File: config.mk
export PLATFORM = sky130hd
export DESIGN_NAME = klce_ram
export DESIGN_NICKNAME = d
export VERILOG_FILES = /design/src/sv/klce_ram.sv
export SDC_FILE = /design/constraint.sdc
export NUM_CORES = 1
export LEC_CHECK = 0
export BUFFER_PORTS_ARGS = -buffer_cell sky130_fd_sc_hd__buf_4
export CORE_ASPECT_RATIO = 1.75
export CORE_MARGIN = 2
export CORE_UTILIZATION = 61
export DETAILED_ROUTE_END_ITERATION = 8
export GPL_TIMING_DRIVEN = 1
export PLACE_DENSITY = 0.83
export REMOVE_ABC_BUFFERS = 1
export SYNTH_ARGS = -nofsm -noshare
export SYNTH_HDL_FRONTEND = slang
export SYNTH_SLANG_ARGS = --single-unit
File: constraint.sdc
create_clock -name clk -period 3 [get_ports clk]
set_input_delay 0.3 -clock clk [delete_from_list [all_inputs] [get_ports clk]]
set_output_delay 0.3 -clock clk [all_outputs]
set_load 0.005 [all_outputs]
File: src/sv/klce_ram.sv
// generic simple dual-port ram, one write port and one registered read port
// no dependencies
module klce_ram #(
  parameter int W     = 16,
  parameter int DEPTH = 16
) (
  input  logic                     clk,
  input  logic                     we,
  input  logic [$clog2(DEPTH)-1:0] waddr,
  input  logic [W-1:0]             wdata,
  input  logic [$clog2(DEPTH)-1:0] raddr,
  output logic [W-1:0]             rdata
);

  logic [W-1:0] mem [DEPTH];

  always_ff @(posedge clk) begin
    if (we) begin
      mem[waddr] <= wdata;
    end
    rdata <= mem[raddr];
  end

endmodule

==> Yosys cells after proc, flatten, opt, wreduce, memory -nomap -nowiden <==
Memories as Yosys holds them, arrays and structs flattened. A register that Yosys moved wholly into a read port is not among the register bits.
Cells that the tools add are included.
{ "word_totals": {"reg_bits": 0, "ramBits": 256, "in_bits": 26, "out_inout_bits": 16, "elab_cells": 3, "n_memories": 1} }
{ "op_classes": {"mux": 2} }
{ "memory_table": {"columns": ["name", "words", "word_bits", "read_ports", "rd_ports_with_merged_regs", "wr", "line_no", "text"], "rows": [
  ["mem", 16, 16, 1, 1, 1, "15", "logic [W-1:0] mem [DEPTH];"]
]} }
{ "ops": {"columns": ["cell", "n"], "rows": [
  ["2-to-1 mux 1 bit", 2]
]} }

==> Longest topological paths before layout <==
{ "depth": {"depth_word": 2, "mapped_depth": 5, "depth_no_buf": 3} }

==> Worst setup path before layout <==
OpenSTA, ideal clock, no wires.
{ "synth_timing": {"kind": "input to register", "startpoint": "input port waddr[2]", "endpoint": "memory mem[0][0], enable pin", "setup_time_ns": 0.409, "arrival_ns": 1.946, "path_slack_ns": 0.645, "cell_stages": 2, "cell_sequence": "or3b_2 -> nor3_1"} }
{ "synth_lines": {"columns": ["item", "line_no", "text"], "rows": [
  ["from (decl)", "9", "input logic [$clog2(DEPTH)-1:0] waddr,"],
  ["to (decl)", "15", null]
]} }
No word-level cell before the write port.

==> Worst setup path in the final report <==
{ "layout_timing": {"startpoint": "input port waddr[2]", "endpoint": "memory mem[0][4], enable pin"} }
No word-level cell before the write port.

==> results.json <==
{
  "run_status": "finished, final reports clean",
  "timing_worst_slew_pin_value_ns": 1.03,
  "first_global_vias": 5058,
  "final.setup.worst_slack_ns": 1.37,
  "maxSlewViolCount": 0,
  "setup-tns-final_ns": 0,
  "synth-seq-area-share_pct": 79.7,
  "rrSetupSlack_ns": 1.60,
  "holdPathEnd": "mem[3][7]$_DFFE_PP_",
  "drc": 0,
  "worst-endpoint-required_ns": 3.18,
  "grt_first_pass_wirelength_mm": 31.5,
  "power.density_cell_area_nw_per_um2": 655,
  "grtUsageTotal_pct": 25.1,
  "postSynthAreaPerCell_um2": 23.2,
  "cts_hold_repair.buffers": 0,
  "number_of_detailed_route_iterations_in_the_first_pass": 4,
  "timing.max_cap.violations": 0,
  "setup_slack_at_placement_ns": 0.877,
  "root_buffer_cell": "sky130_fd_sc_hd__clkbuf_16",
  "syn_area_um2": 10000,
  "final.period_utilization_pct": 54.4,
  "design.die.area_um2": 17500,
  "worstSkewPairLatency_ns": 0.50,
  "max_freq_ghz": 0.612,
  "final_report_setup_violation_count": 0,
  "ir_worst_vdd_mv": 0.531,
  "clock_sink_count": 272,
  "critical_path.reg2reg.startpoint": "mem[9][9]$_DFFE_PP_",
  "rsz_0062_raised_after_global_routing": "no",
  "number_of_instances_on_the_worst_hold_path": 1,
  "dieWidth_um": 101,
  "routed_wl_mm": 20.9,
  "ioPinCount": 42,
  "dp.final_hpwl_mm": 12.2,
  "area_growth_syn_to_layout_pct": 14.0,
  "critical_path.max_fanout": 11,
  "synth_cell_types": 19,
  "crit_path_end_kind": "flip-flop",
  "p_leak_uw": 0.00376,
  "worstHoldPathType": "in -> reg",
  "r2r_end": "rdata[9]$_DFF_P_",
  "clk_pin_slew_ns": 0.07,
  "crit_path_start_kind": "primary input",
  "drt_iter0_drc": 401,
  "max-clock-path-buffers": 3,
  "htreeDepth": 1,
  "insertedDiodeCount": 0,
  "start_util_pct": 61.7,
  "avgViaCountPerCell": 6.67,
  "timing.reg2reg.worst_path_depth": 3,
  "tritoncts": "built",
  "overflow": 0,
  "number_of_input_and_output_port_buffers_inserted": 41,
  "num_vias": 4750,
  "floorplan.rows": 62,
  "final_hold_viol_count": 0,
  "drive_gt1_share_pct": 32.7,
  "fp.dieH_um": 174,
  "gp_routability_congestion": 0.778,
  "routedWlPerCell_um": 29.3,
  "layout.filler_cells": 938,
  "min_from": "wdata[7]",
  "fin_worst_skew_ns": 0.0111,
  "slew_headroom_pct": 31.3,
  "cts_setup_buffers": 0,
  "crit_arrival_ns": 1.82,
  "finalCriticalPeriod_ns": 1.63,
  "yosys_register_bits": 272,
  "drtAntennaViolNets": 0,
  "antenna_found_initial": 0,
  "critical_path_class": "in -> reg",
  "grt_start_max_net_pins": 41,
  "postSynthCellCount": 432,
  "count_of_nets_after_finishing": 530,
  "cts_buffers": 23,
  "core_region_area_um2": 16300,
  "synth_warnings": 0,
  "post_cts_resized": 0
}
-- Yosys cell counts --
cell type,number,area [um2]
sky130_fd_sc_hd__edfxtp_1,256,7690
sky130_fd_sc_hd__buf_2,3,15.0
sky130_fd_sc_hd__nor2_1,13,48.8
sky130_fd_sc_hd__mux4_2,54,1220
sky130_fd_sc_hd__buf_6,4,45.0
sky130_fd_sc_hd__clkbuf_1,8,30.0
sky130_fd_sc_hd__nand3b_1,2,15.0
sky130_fd_sc_hd__nor2b_1,2,12.5
sky130_fd_sc_hd__nor3_1,4,20.0
sky130_fd_sc_hd__or3b_2,1,8.76
sky130_fd_sc_hd__nand2_1,17,63.8
sky130_fd_sc_hd__and2_1,1,6.26
sky130_fd_sc_hd__a22oi_1,32,240
sky130_fd_sc_hd__mux4_1,10,263
sky130_fd_sc_hd__buf_1,3,11.3
sky130_fd_sc_hd__dfxtp_1,16,320
sky130_fd_sc_hd__nand2b_1,2,12.5
sky130_fd_sc_hd__buf_4,3,22.5
sky130_fd_sc_hd__nand3_1,1,5.00
-- through the flow --
stage	instances	cell area, um2	power, uW	util (%)	hold slack [ns]
global route	712	11400	7710	70.3	0.0978
floorplan	411	9920	4510	-	0.399
CTS	712	11400	7540	70.3	0.0881
global placement	671	10700	4730	65.9	0.586
detailed placement	671	10700	4750	65.9	0.602
finish	712	11400	7500	70.3	0.0942
-- kinds of logic after synthesis --
family,synth area share (%)
multiplexers,14.7
AO/OA/AOI/OAI,2.39
flip-flops,79.7
buffers and inverters,1.23
AND/OR/NAND/NOR,1.92
-- final cells by class --
type	instances	area (um2)	share of cell area (%)
Multi-Input combinational cell	139	1960	17.1
Sequential cell	272	8010	69.9
Clock inverter	7	63.8	0.557
Clock buffer	34	657	5.74
Timing Repair Buffer	68	523	4.57
Tap cell	192	240	2.10
-- where the power goes --
group	switching (uW)	internal, uW
logic	214	181
clock network	1220	1600
registers	29.7	4250
total	1470	6030
-- worst max path at each step --
stage                  start              endpoint  slack, ns  depth (start not counted)
floorplan           waddr[2]   mem[0][0]$_DFFE_PP_       0.64                          2
global route        raddr[0]      rdata[4]$_DFF_P_       1.27                          5
finish              waddr[2]   mem[0][4]$_DFFE_PP_       1.37                          4
detailed placement  waddr[2]  mem[0][15]$_DFFE_PP_       0.88                          4
global placement    waddr[2]  mem[0][15]$_DFFE_PP_       0.92                          4
CTS                 raddr[0]      rdata[9]$_DFF_P_       1.36                          5
-- registers in the layout, summed over array words and instances (netlist names) --
register and cells:
rdata 16, mem 256
-- critical path: stages --
cell and delay, ns:
sky130_fd_sc_hd__buf_4 0.12, sky130_fd_sc_hd__or3b_2 0.54, sky130_fd_sc_hd__nor3_2 0.49, sky130_fd_sc_hd__buf_4 0.35
-- layer usage --
metal	vias to the layer above	wire, um	GRT usage [%]
met5	-	0	0
met4	0	797	10.4
met3	54	1460	4.23
met2	235	11200	41.6
met1	2487	7420	33.2
li1	1974	-	-
-- cells in the final DEF, fill, tap and decap left out --
| master | netlist | routed |
|---|---|---|
| sky130_fd_sc_hd__buf_4 | 3 | 67 |
| sky130_fd_sc_hd__nor2_2 | 0 | 10 |
| sky130_fd_sc_hd__nor2_1 | 13 | 3 |
| sky130_fd_sc_hd__mux4_2 | 54 | 54 |
| sky130_fd_sc_hd__buf_12 | 0 | 1 |
| sky130_fd_sc_hd__clkinv_1 | 0 | 1 |
| sky130_fd_sc_hd__nand3b_1 | 2 | 2 |
| sky130_fd_sc_hd__nor2b_1 | 2 | 2 |
| sky130_fd_sc_hd__clkbuf_8 | 0 | 4 |
| sky130_fd_sc_hd__bufinv_16 | 0 | 1 |
| sky130_fd_sc_hd__nand2_1 | 17 | 17 |
| sky130_fd_sc_hd__clkbuf_1 | 8 | 7 |
| sky130_fd_sc_hd__dfxtp_1 | 16 | 16 |
| sky130_fd_sc_hd__a22oi_1 | 32 | 32 |
| sky130_fd_sc_hd__nor3_2 | 0 | 4 |
| sky130_fd_sc_hd__edfxtp_1 | 256 | 256 |
| sky130_fd_sc_hd__clkinvlp_4 | 0 | 2 |
| sky130_fd_sc_hd__nand3_1 | 1 | 1 |
| sky130_fd_sc_hd__clkbuf_16 | 0 | 23 |
| sky130_fd_sc_hd__or3b_2 | 1 | 1 |
| sky130_fd_sc_hd__clkinv_2 | 0 | 3 |
| sky130_fd_sc_hd__nand2b_1 | 2 | 2 |
| sky130_fd_sc_hd__mux4_1 | 10 | 10 |
| sky130_fd_sc_hd__and2_1 | 1 | 1 |
Power figures use the tool's default switching activity.
