==> src/sv/klce_sqrt.sv <==
// iterative integer square root (floor), two radicand bits per cycle
// no dependencies; used for the point distances of the error sum
module klce_sqrt #(
  parameter int IN_W = 36
) (
  input  logic              clk,
  input  logic              rst_n,
  input  logic              start,
  input  logic [IN_W-1:0]   din,
  output logic              done,
  output logic [IN_W/2-1:0] root
);

  localparam int OUT_W = IN_W / 2;
  localparam int CNT_W = $clog2(OUT_W + 1);

  logic [IN_W-1:0]  x_r;
  logic [OUT_W+1:0] rem_r;
  logic [CNT_W-1:0] cnt_r;
  logic             busy_r;
  logic             done_r;
  logic [OUT_W+1:0] rem_sh;
  logic [OUT_W+1:0] trial;

  assign rem_sh = {rem_r[OUT_W-1:0], x_r[IN_W-1 -: 2]};
  assign trial  = {root, 2'b01};
  assign done   = done_r;

  always_ff @(posedge clk) begin
    if (!rst_n) begin
      busy_r <= 1'b0;
      done_r <= 1'b0;
      cnt_r  <= '0;
    end else begin
      done_r <= 1'b0;
      if (start) begin
        busy_r <= 1'b1;
        cnt_r  <= CNT_W'(OUT_W);
        x_r    <= din;
        rem_r  <= '0;
        root   <= '0;
      end else if (busy_r) begin
        if (rem_sh >= trial) begin
          rem_r <= rem_sh - trial;
          root  <= {root[OUT_W-2:0], 1'b1};
        end else begin
          rem_r <= rem_sh;
          root  <= {root[OUT_W-2:0], 1'b0};
        end
        x_r   <= {x_r[IN_W-3:0], 2'b00};
        cnt_r <= cnt_r - 1'b1;
        if (cnt_r == CNT_W'(1)) begin
          busy_r <= 1'b0;
          done_r <= 1'b1;
        end
      end
    end
  end

endmodule
==> config.mk <==
export PLATFORM = sky130hd
export DESIGN_NAME = klce_sqrt
export DESIGN_NICKNAME = d
export VERILOG_FILES = /design/src/sv/klce_sqrt.sv
export SDC_FILE = /design/constraint.sdc
export NUM_CORES = 1
export LEC_CHECK = 0
export BUFFER_PORTS_ARGS = -buffer_cell sky130_fd_sc_hd__clkbuf_2
export CELL_PAD_IN_SITES_DETAIL_PLACEMENT = 1
export CELL_PAD_IN_SITES_GLOBAL_PLACEMENT = 1
export CORE_MARGIN = 2
export CORE_UTILIZATION = 48
export CTS_BUF_LIST = sky130_fd_sc_hd__clkbuf_4 sky130_fd_sc_hd__clkbuf_8
export CTS_CLUSTER_DIAMETER = 30
export DETAILED_ROUTE_END_ITERATION = 7
export PLACE_DENSITY_LB_ADDON = 0.3
export SLEW_MARGIN = 0
export SYNTH_ARGS = -nofsm -noshare
export SYNTH_HDL_FRONTEND = slang
export SYNTH_SLANG_ARGS = --single-unit
==> constraint.sdc <==
create_clock -name clk -period 3.5 [get_ports clk]
set_input_delay 0.35 -clock clk [delete_from_list [all_inputs] [get_ports clk]]
set_output_delay 0.35 -clock clk [all_outputs]
set_load 0.005 [all_outputs]
Word-level counts from Yosys, hierarchy flattened --
Cells that the tools add are included.
Storage, ports and cells: input port bits 39, output and inout port bits 19, register bits 79, word-level logic and storage cells 29
Cells by class: bitwise operators 2, reduce and logical (&&, ||, !) cells 4, order comparisons 1, equality and inequality tests 1, multiplexer cells 12, add/subtract/negate cells 2
Operators by type and width (number):
- $mux 36 | 2
- $mux 18 | 3
- $ge 20x20->1 | 1
- $sub 18x18->18 | 1
- $mux 5 | 2
- $eq 5x1->1 const B | 1
- $mux 1 | 5
- $sub 5x1->5 const B | 1
- $reduce_or 3->1 | 1
- $not 1->1 | 2
- $reduce_and 2->1 | 1
- $reduce_bool 2->1 | 1
- $reduce_or 2->1 | 1

Logic depth before layout (Yosys ltp) --
depth in word-level cells 4, depth in mapped cells 10, gate-level depth less buffers 8

Least setup slack after synthesis --
No wires, ideal clock.
kind input to register, start input port start, end register rem_r[0], enable pin, data arrival time 2.317 ns, data required time 3.064 ns, buffers on the path 1, stages 2, setup slack 0.746 ns, library setup time 0.436 ns, path through clkbuf_1 o21a_1
On the way: longest elaborated chain between the ends 2
Ends and longest elaborated chain:
- start, declared | RTL line 8 | input logic start,
- $reduce_bool 2->1 (no line)
- $reduce_and 2->1 (no line)
- end signal, assigned | RTL line 44 | rem_r <= rem_sh - trial;
- end signal, assigned | RTL line 47 | rem_r <= rem_sh;
- end, declared | RTL line 18 | logic [OUT_W+1:0] rem_r;
Every way passes these cells. A chain may end at the register's enable or synchronous reset.

Final worst setup path --
start register root[0], end register rem_r[13], data pin
On the way: longest elaborated chain between the ends 3, elaborated cells on any way between the ends 4, those cells by class add/sub (1); order compare (1); mux (2)
Ends and longest elaborated chain:
- start, declared | RTL line 11 | output logic [IN_W/2-1:0] root
- start signal, assigned | RTL line 45 | root <= {root[OUT_W-2:0], 1'b1};
- start signal, assigned | RTL line 48 | root <= {root[OUT_W-2:0], 1'b0};
- $sub 18x18->18 / $ge 20x20->1 (equally long branches) | RTL line 44, 43
- $mux 18 * | RTL line 43 | if (rem_sh >= trial) begin
- $mux 18 * | RTL line 42 | end else if (busy_r) begin
Every way passes the cells marked *; elsewhere a longest branch is shown, timed or not. The select of a mux whose other input is x is not followed.

==> out/metrics.csv <==
metric;value;unit
outcome;finished, final reports clean;
share of final-layout standard cells stronger than drive strength 1;27.5;%
type of destination of the critical path;flip-flop;
synthesized-area fraction occupied by xor and xnor cells;2.85;%
post-synthesis share of cell area spent on and, or, nand and nor gates;11.2;%
number of max-capacitance violations reported;0;
leakage power;1.97;nW
count of routing violations after the opening detailed-route iteration;110;
drt drc;0;
number of warnings printed during yosys synthesis;0;
Peak supply drop;0.250;mV
total of endpoints with negative setup slack in the final report;0;
weighted congestion at the end of routability-driven global placement;0.856;
wire length of the first global-routing pass;16100;um
cell area after layout;0.00495;sq mm
Clock H-tree levels;3;
start-to-end type of the worst setup path;flip-flop to flip-flop;
part of the cycle the worst path needs;78.1;%
cells after synthesis;367;
Post-Route WL;9810;um
power density relative to cell area;500;mW/mm^2
Floorplan Core Area;0.00872;sq mm
number of distinct library cells after synthesis;53;
Avg Inst Size Synth;11.7;sq um
Data arrival, critical path;2.84;ns
net count reported at finish;489;
startpoint kind of the worst setup timing path;flip-flop;
total die area;0.00973;sq mm
horizontal extent of the die;98.6;um
worst slew slack as a fraction of its limit;50.3;%
synthesized area;0.00430;sq mm
clock period minus final worst setup slack;2.73;ns
number of buffers added for setup after CTS;0;
multiplexer fraction of the synthesized cell area;9.84;%
GR Overflow Total;0;
per-cell via count in the routed design;5.63;
pin count of the biggest net entering global routing;52;
relative area change from synthesis to final layout;15.1;%
post-synth net total;428;
required time of the worst setup path;3.61;ns
TritonCTS Sinks;79;
DIE HEIGHT;98.6;um
layout filler cell count;927;
maximum fanout encountered on the critical timing path;20;
total routing usage reported by global routing;21.2;%
top-level port count;58;
root buffer cell;sky130_fd_sc_hd__clkbuf_8;
dpl hpwl;6640;um
Port Buffers;57;
clock insertion delay at the later pin of the skew report;0.36;ns
cell area reported after detailed placement;0.00472;sq mm
initial antenna violation count;0;
internal reg-to-reg setup slack;0.77;ns
number of buffers inserted for hold repair after clock tree synthesis;0;
maximum clock path buffer count;2;
number of buffers created by CTS;9;
FFs w/ async S/R, synth;0;%
measured slew at the worst slew-check pin;0.746;ns
main combinational cell family by area after synthesis;compound AO/OA/AOI/OAI gates;
largest clock skew in the final design;0.0145;ns
number of enable-type register cells in the synthesized netlist;72;
clock tree from TritonCTS;built;
average routed wire per standard cell;18.1;um
Placement Rows;34;
count of antenna diodes in the layout;0;
portion of the post-synthesis area used by sequential elements;53.6;%
via count of the first global-routing pass;3278;
sum of negative setup slack;0;ns
multi-input combinational cell area;0.00184;sq mm
Max Clk Rate;0.366;GHz
most common cell after layout, fill and taps aside;sky130_fd_sc_hd__edfxtp_1;
flip-flop and latch count after synthesis;79;
post-CTS clock slew at the launch and capture registers of the worst setup and hold paths;0.09;ns
iteration count of the initial detailed-routing pass;6;
Slew Viols, Final;0;
via count;3048;
number of routed nets with antenna violations;0;
Post-synth top flop;sky130_fd_sc_hd__edfxtp_1;
compound-cell area share of the yosys netlist;12.4;%
cells resized by post-CTS repair;0;
starting utilization of the core area;49.3;%
count of final hold-check violations;0;
combined flip-flop and latch cell area;0.00230;sq mm
hold crit path type;input pin to flip-flop;
post-synthesis adder-cell area fraction;6.40;%
RSZ-0062 raised after global routing;no;
commonest cells after routing, fill and taps aside;72 x sky130_fd_sc_hd__edfxtp_1, 57 x sky130_fd_sc_hd__clkbuf_2, 36 x sky130_fd_sc_hd__nor2_1;
synth_stat cells, drive strengths merged, types with 3 or more instances:
cell type,n,area (sq um)
a31oi,4,25.0
mux2i,4,40.0
xnor2,10,87.6
dfxtp,7,140
nor2,36,135
nand4,3,18.8
or3,3,18.8
xor2,4,35.0
a21o,4,30.0
a21boi,4,30.0
edfxtp,72,2160
o2111ai,4,35.0
o21a,6,45.0
a21oi,19,95.1
inv,27,101
buf,9,45.0
ha,22,275
o21ai,13,65.1
nand3,8,40.0
nor3,6,30.0
clkbuf,4,15.0
a211o,3,26.3
nand2,17,63.8
nand2b,4,25.0
mux2,34,383
nor3b,4,30.0
and3,3,18.8
a211oi,6,50.1
metrics by stage:
step	hold WS (ns)	std cells	setup WS [ns]	util (%)	power, mW
after detailed placement	0.524	525	0.791	54.2	1.70
after global placement	0.506	525	0.907	54.2	1.68
final	0.285	541	0.767	56.7	2.47
after floorplan	0.465	367	0.746	-	1.55
after CTS	0.273	541	0.760	56.7	2.50
after global routing	0.273	541	0.627	56.7	2.59
power breakdown:
part	switching, mW	internal (mW)	total [mW]	leakage [nW]
combinational	0.312	0.231	0.543	1.11
sequential	0.0314	1.12	1.15	0.754
clock	0.368	0.415	0.783	0.107
total	0.711	1.76	2.47	1.97
per-layer routing:
| layer | GRT usage (%) | wire (um) | up-vias |
|---|---|---|---|
| met1 | 26.1 | 4290 | 1507 |
| li1 | - | - | 1482 |
| met4 | 7.80 | 136 | 0 |
| met5 | 0 | 0 | - |
| met3 | 3.76 | 308 | 8 |
| met2 | 37.6 | 5080 | 51 |
kinds of logic (layout without fill, tap and decap cells):
logic type | after synthesis | after routing
and+or+nand+nor | 98 | 98
DFF | 79 | 79
AOI/OAI and AO/OA | 76 | 76
buffers and inverters | 40 | 106
muxes | 38 | 38
adders and majority gates | 22 | 22
xor gates and xnor gates | 14 | 14
flip-flops by register name, indices dropped and copies added (netlist names):
signal  flops
busy_r      1
root       18
cnt_r       5
done        1
rem_r      18
x_r        36
critical path, stage by stage, from the launching register on:
cell                       delay [ns]
sky130_fd_sc_hd__edfxtp_1        0.41
sky130_fd_sc_hd__inv_1           0.11
sky130_fd_sc_hd__ha_1            0.28
sky130_fd_sc_hd__nor2b_1         0.17
sky130_fd_sc_hd__o31a_1          0.30
sky130_fd_sc_hd__a221oi_4        0.46
sky130_fd_sc_hd__a31oi_2         0.16
sky130_fd_sc_hd__buf_4           0.23
sky130_fd_sc_hd__a21boi_0        0.14
sky130_fd_sc_hd__a211o_1         0.24
layout make-up:
class	instances	share of cell area, %
clock buffers	10	2.65
clock inverters	6	1.87
inverters	27	2.05
multi-input cells	248	37.2
flip-flops and latches	79	46.5
well taps	108	2.73
repair buffers	63	6.93
final timing paths:
kind | startpoint | endpoint | cells after the start
setup / recovery | root[0]$_SDFFCE_PP0P_ | rem_r[13]$_SDFFCE_PP0P_ | 9
hold / removal | din[0] | x_r[0]$_SDFFCE_PN0P_ | 2
setup reg to reg | root[0]$_SDFFCE_PP0P_ | rem_r[13]$_SDFFCE_PP0P_ | 9
hold reg to reg | cnt_r[3]$_SDFFE_PP0P_ | done$_SDFF_PP0_ | 1
Power figures use the tool's default switching activity.
