### config.mk
export PLATFORM = sky130hd
export DESIGN_NAME = klce_div
export DESIGN_NICKNAME = d
export VERILOG_FILES = /design/src/sv/klce_div.sv
export SDC_FILE = /design/constraint.sdc
export NUM_CORES = 1
export LEC_CHECK = 0
export ABC_AREA = 1
export BUFFER_PORTS_ARGS = -buffer_cell sky130_fd_sc_hd__clkbuf_2
export CORE_AREA = 2 2 69 87
export DETAILED_ROUTE_END_ITERATION = 7
export DIE_AREA = 0 0 71 89
export PLACE_DENSITY_LB_ADDON = 0.25
export SYNTH_ARGS = -nofsm -noshare
export SYNTH_HDL_FRONTEND = slang
export SYNTH_SLANG_ARGS = --single-unit
### constraint.sdc
create_clock -name clk -period 6.2 [get_ports clk]
set_clock_uncertainty 0.2 [all_clocks]
set_input_delay 0.31 -clock clk [delete_from_list [all_inputs] [get_ports clk]]
set_output_delay 0.31 -clock clk [all_outputs]
set_load 0.01 [all_outputs]
### src/sv/klce_div.sv
// iterative restoring divider, one quotient bit per cycle
// no dependencies; used for the centroid means
module klce_div #(
  parameter int NUM_W = 27,
  parameter int DEN_W = 11
) (
  input  logic             clk,
  input  logic             rst_n,
  input  logic             start,
  input  logic [NUM_W-1:0] num,
  input  logic [DEN_W-1:0] den,
  output logic             done,
  output logic [NUM_W-1:0] quo
);

  localparam int CNT_W = $clog2(NUM_W + 1);

  logic [DEN_W-1:0] rem_r;
  logic [DEN_W-1:0] den_r;
  logic [CNT_W-1:0] cnt_r;
  logic             busy_r;
  logic             done_r;
  logic [DEN_W:0]   trial;

  assign trial = {rem_r, quo[NUM_W-1]};
  assign done  = done_r;

  always_ff @(posedge clk) begin
    if (!rst_n) begin
      busy_r <= 1'b0;
      done_r <= 1'b0;
      cnt_r  <= '0;
    end else begin
      done_r <= 1'b0;
      if (start) begin
        busy_r <= 1'b1;
        cnt_r  <= CNT_W'(NUM_W);
        rem_r  <= '0;
        den_r  <= den;
        quo    <= num;
      end else if (busy_r) begin
        if (trial >= {1'b0, den_r}) begin
          rem_r <= DEN_W'(trial - {1'b0, den_r});
          quo   <= {quo[NUM_W-2:0], 1'b1};
        end else begin
          rem_r <= trial[DEN_W-1:0];
          quo   <= {quo[NUM_W-2:0], 1'b0};
        end
        cnt_r <= cnt_r - 1'b1;
        if (cnt_r == CNT_W'(1)) begin
          busy_r <= 1'b0;
          done_r <= 1'b1;
        end
      end
    end
  end

endmodule

# Word-level counts from Yosys, hierarchy flattened
# Cells that the tools add are included.
dict set report op_classes {
  mux 11
  n_bitwise 2
  reduce_logical 5
  n_lt_le_gt_ge 1
  eq_ne 1
  add_sub_neg 2
}
# cell n
set ops {}
lappend ops {{27-bit 2-to-1 mux} 2}
lappend ops {{11-bit 2-to-1 mux} 2}
lappend ops {{12-bit by 11-bit greater-or-equal comparator with 1-bit output} 1}
lappend ops {{11-bit subtractor} 1}
lappend ops {{5-bit 2-to-1 mux} 2}
lappend ops {{5-bit by 1-bit equality test with 1-bit output (second input constant)} 1}
lappend ops {{1-bit 2-to-1 mux} 5}
lappend ops {{5-bit by 1-bit subtractor with 5-bit output (second input constant)} 1}
lappend ops {{2-bit AND reduction} 2}
lappend ops {{3-bit OR reduction} 1}
lappend ops {{1-bit NOT} 2}
lappend ops {{2-bit nonzero test} 1}
lappend ops {{2-bit OR reduction} 1}
dict set report word_totals {
  ff_bits 56
  inputBits 41
  wordCells 29
  out_inout_bits 28
}

# Depth between registers and ports, before layout
dict set report depth {
  ltp_word 4
  mapped_depth 12
  ltp_nobuf 12
}

# Worst setup path after synthesis
# Ideal clock, no wire load.
dict set report synth_path {
  kind {input -> register}
  from {input port start}
  to {register quo[0], enable pin}
  arrival_time_ns 2.193
  slack_ns 3.373
  required_ns 5.566
  path_buffers 1
  path_stages 3
  cell_sequence {clkbuf_1 > nor2_1 > nor2_1}
}
dict set report synth_between {
  elab_chain_len 2
}
# element line_no
set synth_rtl {}
lappend synth_rtl {{from (decl)} 9} ;# input logic start,
lappend synth_rtl {{2-bit nonzero test (no line)} n/a}
lappend synth_rtl {{2-bit AND reduction (no line)} n/a}
lappend synth_rtl {{to (signal assigned)} 40} ;# quo <= num;
lappend synth_rtl {{to (signal assigned)} 44} ;# quo <= {quo[NUM_W-2:0], 1'b1};
lappend synth_rtl {{to (signal assigned)} 47} ;# quo <= {quo[NUM_W-2:0], 1'b0};
lappend synth_rtl {{to (decl)} 13} ;# output logic [NUM_W-1:0] quo
# Every way passes these cells.
# A chain may end at the register's enable or synchronous reset.

# Final worst setup path
dict set report layout_path {
  from {register quo[26]}
  to {register rem_r[9], data pin}
}
dict set report layout_between {
  elab_chain_len 3
}
# element line_no
set layout_rtl {}
lappend layout_rtl {{11-bit subtractor / 12-bit by 11-bit greater-or-equal comparator with 1-bit output (equally long branches)} {43, 42}}
lappend layout_rtl {{11-bit 2-to-1 mux (*)} 42} ;# if (trial >= {1'b0, den_r}) begin
lappend layout_rtl {{11-bit 2-to-1 mux (*)} 41} ;# end else if (busy_r) begin
lappend layout_rtl {{to (signal assigned)} 43} ;# rem_r <= DEN_W'(trial - {1'b0, den_r});
lappend layout_rtl {{to (signal assigned)} 46} ;# rem_r <= trial[DEN_W-1:0];
lappend layout_rtl {{to (decl)} 18} ;# logic [DEN_W-1:0] rem_r;
# Every way passes the cells marked *; elsewhere a longest branch is shown, timed or not. The select of a mux whose other input is x is not followed.

==> flow_metrics.py <==
metrics = {
    "die": {
        "initial_utilization": 0.5793,
        "row_count": 30,
        "coreArea_um2": 5443,
        "die_area_um2": 6319,
        "pin_count": 69,
        "die_w_um": 71,
        "die_h_um": 89,
    },
    "power": {
        "power.share.sequential": 0.533,
        "p_per_area_nw_per_um2": 233.7,
        "max-vdd-ir-drop_mv": 0.1724,
        "p_comb_frac": 0.249,
        "p_leak_nw": 1.907,
        "p_int_mw": 0.6077,
        "p_sw_mw": 0.2585,
        "p_sw_frac": 0.2984,
        "clockPowerShare": 0.217,
    },
    "route": {
        "antenna_left": 0,
        "firstDrtPassIters": 4,
        "via_per_inst": 5.029,
        "drt_iter0_drc": 161,
        "routed_wl_mm": 6.423,
        "routedWlPerCell_um": 12.38,
        "via_count": 2610,
        "drcViolationCount": 0,
    },
    "clocking": {
        "cts_tree": "yes",
        "cts_setup_buffers": 0,
        "worstSkewPairLatency_ns": 0.30,
        "clkTransAtPathRegs_ns": 0.09,
        "cts_buffers": 5,
        "clockBufferDepth": 2,
        "cts_root_buf": "clkbuf_8",
        "cts-htree-levels": 2,
        "clock_sinks": 56,
    },
    "finish": {
        "n_fill_cell": 423,
        "final_util": 0.6809,
        "nets": 509,
        "antenna_cells": 0,
        "layout-drive-gt1-share": 0.2132,
        "area_growth_pct": 17.54,
    },
    "sta": {
        "rsz0062_at_grt": "no",
        "hold_violations": 0,
        "fmax_mhz": 381.9,
        "finalWorstSetupSlack_ns": 3.582,
        "fin_setup_tns_ns": 0,
        "slew_headroom": 0.2921,
        "final-setup-viol-count": 0,
        "finalCritPeriodShare": 0.4223,
        "tightest_slew_ns": 1.059,
        "drv_slew": 0,
        "finalHoldWorstSlack_ns": 0.07562,
        "layout_min_cycle_time_ns": 2.618,
    },
    "setup_path": {
        "critPathArrivalTime_ns": 2.58,
        "cp-startpoint": "quo[26]",
        "required_ns": 6.17,
        "r2r-start": "quo[26]",
        "cp_slowest_stage_delay_ns": 0.57,
        "end_kind": "flop",
        "timing.critical_path.mode_cell": "nand3_2",
        "critPathSlowestCell": "nor2_2",
        "critPathLaunchType": "flop",
        "crit_family": "simple AND/OR/NAND/NOR gates",
        "crit_type": "flop to flop",
        "worstPathMaxFanout": 12,
        "worstPathBufferInverterCount": 2,
        "crit_chain": "inv_1 > ha_1 > fa_1 > inv_1 > nand3_1 > nand3_2 > nand3_2 > nand3_2 > nor2_2 > nor2_1 > nor2_1",
    },
    "global_route": {
        "grt_max_degree": 40,
        "grtUsageTotal": 0.2159,
        "grt_pass1_vias": 2382,
        "gr-total-overflow": 0,
        "antenna_found_initial": 0,
        "grt_first_pass_wirelength_mm": 10.63,
    },
    "synthesis": {
        "synth_top_area_share": 0.4667,
        "synth_nets": 434,
        "synth_seq_cells": 56,
        "synth_flop_cell": "edfxtp_1",
        "synth-async-reset-ratio": 0,
        "yosys_warnings": 0,
        "synthCells": 379,
        "yosys-top-cells-count": "nand2_1 (149), inv_1 (57), edfxtp_1 (49), nor2_1 (29)",
        "syn_avg_cell_area_um2": 8.319,
        "synth_edf_count": 49,
        "synth.most_common_cell": "nand2_1",
        "ys_seq_area_frac": 0.5111,
        "syn_area_um2": 3153,
        "synth_cell_types": 27,
        "synth_area_leaders": "edfxtp_1 (47%), nand2_1 (18%), inv_1 (6.8%)",
        "post-synth-top-area-cell": "edfxtp_1",
    },
    "placed_design": {
        "dp_hpwl_mm": 4.863,
        "dpl_worst_slack_ns": 3.620,
        "gp_congestion": 0.8342,
        "io_buffers": 68,
    },
    "min_path": {
        "hold_path.class": "input pin to flop",
        "hp-start": "num[26]",
    },
    "job": {
        "maxCapViolCount": 0,
    },
    "status": {
        "outcome": "completed",
    },
}
==> registers in the layout, summed over array words and instances (netlist names) <==
signal / flops
quo: 27
den_r: 11
rem_r: 11
cnt_r: 5
busy_r: 1
done: 1
==> final timing paths <==
check	slack (ns)	cells after the start	to
worst max-delay path	3.58	11	rem_r[9]
worst min-delay path	0.08	3	quo[26]
worst max register to register	3.58	11	rem_r[9]
worst min register to register	0.29	2	cnt_r[4]
==> cell type report <==
class	instances	area, µm²	share of cell area
Sequential cell	56	1612	0.4348
Multi-Input combinational cell	254	1261	0.3403
Timing Repair Buffer	80	457.9	0.1236
Inverter	57	214.0	0.05773
Tap cell	64	80.08	0.02161
Clock buffer	7	76.32	0.02059
Clock inverter	1	5.005	0.001350
==> logic make-up (layout without fill, tap and decap cells) <==
kind of cell | count (synthesis) | count (layout) | synth area share
AND/OR/NAND/NOR | 224 | 224 | 0.3079
buffers and inverters | 69 | 145 | 0.09127
flip-flops | 56 | 56 | 0.5111
adder cells (fa/ha/maj) | 14 | 14 | 0.05794
AO/OA/AOI/OAI | 13 | 13 | 0.02341
XOR/XNOR | 3 | 3 | 0.008335
==> repair_timing <==
action	CTS	global route
resized for setup	0	0
endpoints found under the hold margin	11	0
hold buffers	11	0
==> power groups by stage <==
stage | Combinational (mW) | Clock, mW | Sequential, mW
3_3_place_gp | 0.202 | 0 | 0.470
6_report | 0.216 | 0.188 | 0.462
3_5_place_dp | 0.210 | 0 | 0.470
5_1_grt | 0.246 | 0.207 | 0.465
2_1_floorplan | 0.149 | 0 | 0.473
4_1_cts | 0.216 | 0.194 | 0.462
==> layer usage <==
layer	track usage	share of wire
met5	0	0
met1	0.2796	0.43
met2	0.3738	0.50
met3	0.03495	0.056
met4	0.07204	0.015
==> metrics by stage <==
stage / instances / cell area, µm² / power [mW]
detailed placement: 500 / 3515 / 0.6793
global route: 519 / 3706 / 0.9189
global placement: 500 / 3515 / 0.6721
finish: 519 / 3706 / 0.8662
CTS: 519 / 3706 / 0.8716
floorplan: 379 / 3153 / 0.6218
==> worst reg2reg max path, stage by stage, from the launching register on <==
cell and delay, ns:
edfxtp_1 0.40, inv_1 0.09, ha_1 0.18, fa_1 0.21, inv_1 0.06, nand3_1 0.07
nand3_2 0.12, nand3_2 0.24, nand3_2 0.11, nor2_2 0.57, nor2_1 0.12, nor2_1 0.11
==> placed cells by master (no fill, tap or decap), drive strengths merged <==
cell	count
inv	57
clkinv	1
fa	1
nor2	40
nand4	13
ha	13
o21ai	4
nor3	1
clkbuf	75
dlygate4sd3	11
edfxtp	49
nor4	1
nand3	17
a211oi	1
or2	1
a31oi	2
xor2	2
xnor2	1
dfxtp	7
buf	1
nand2	151
a21oi	6
Note: power is estimated with default switching activity, not from simulation.
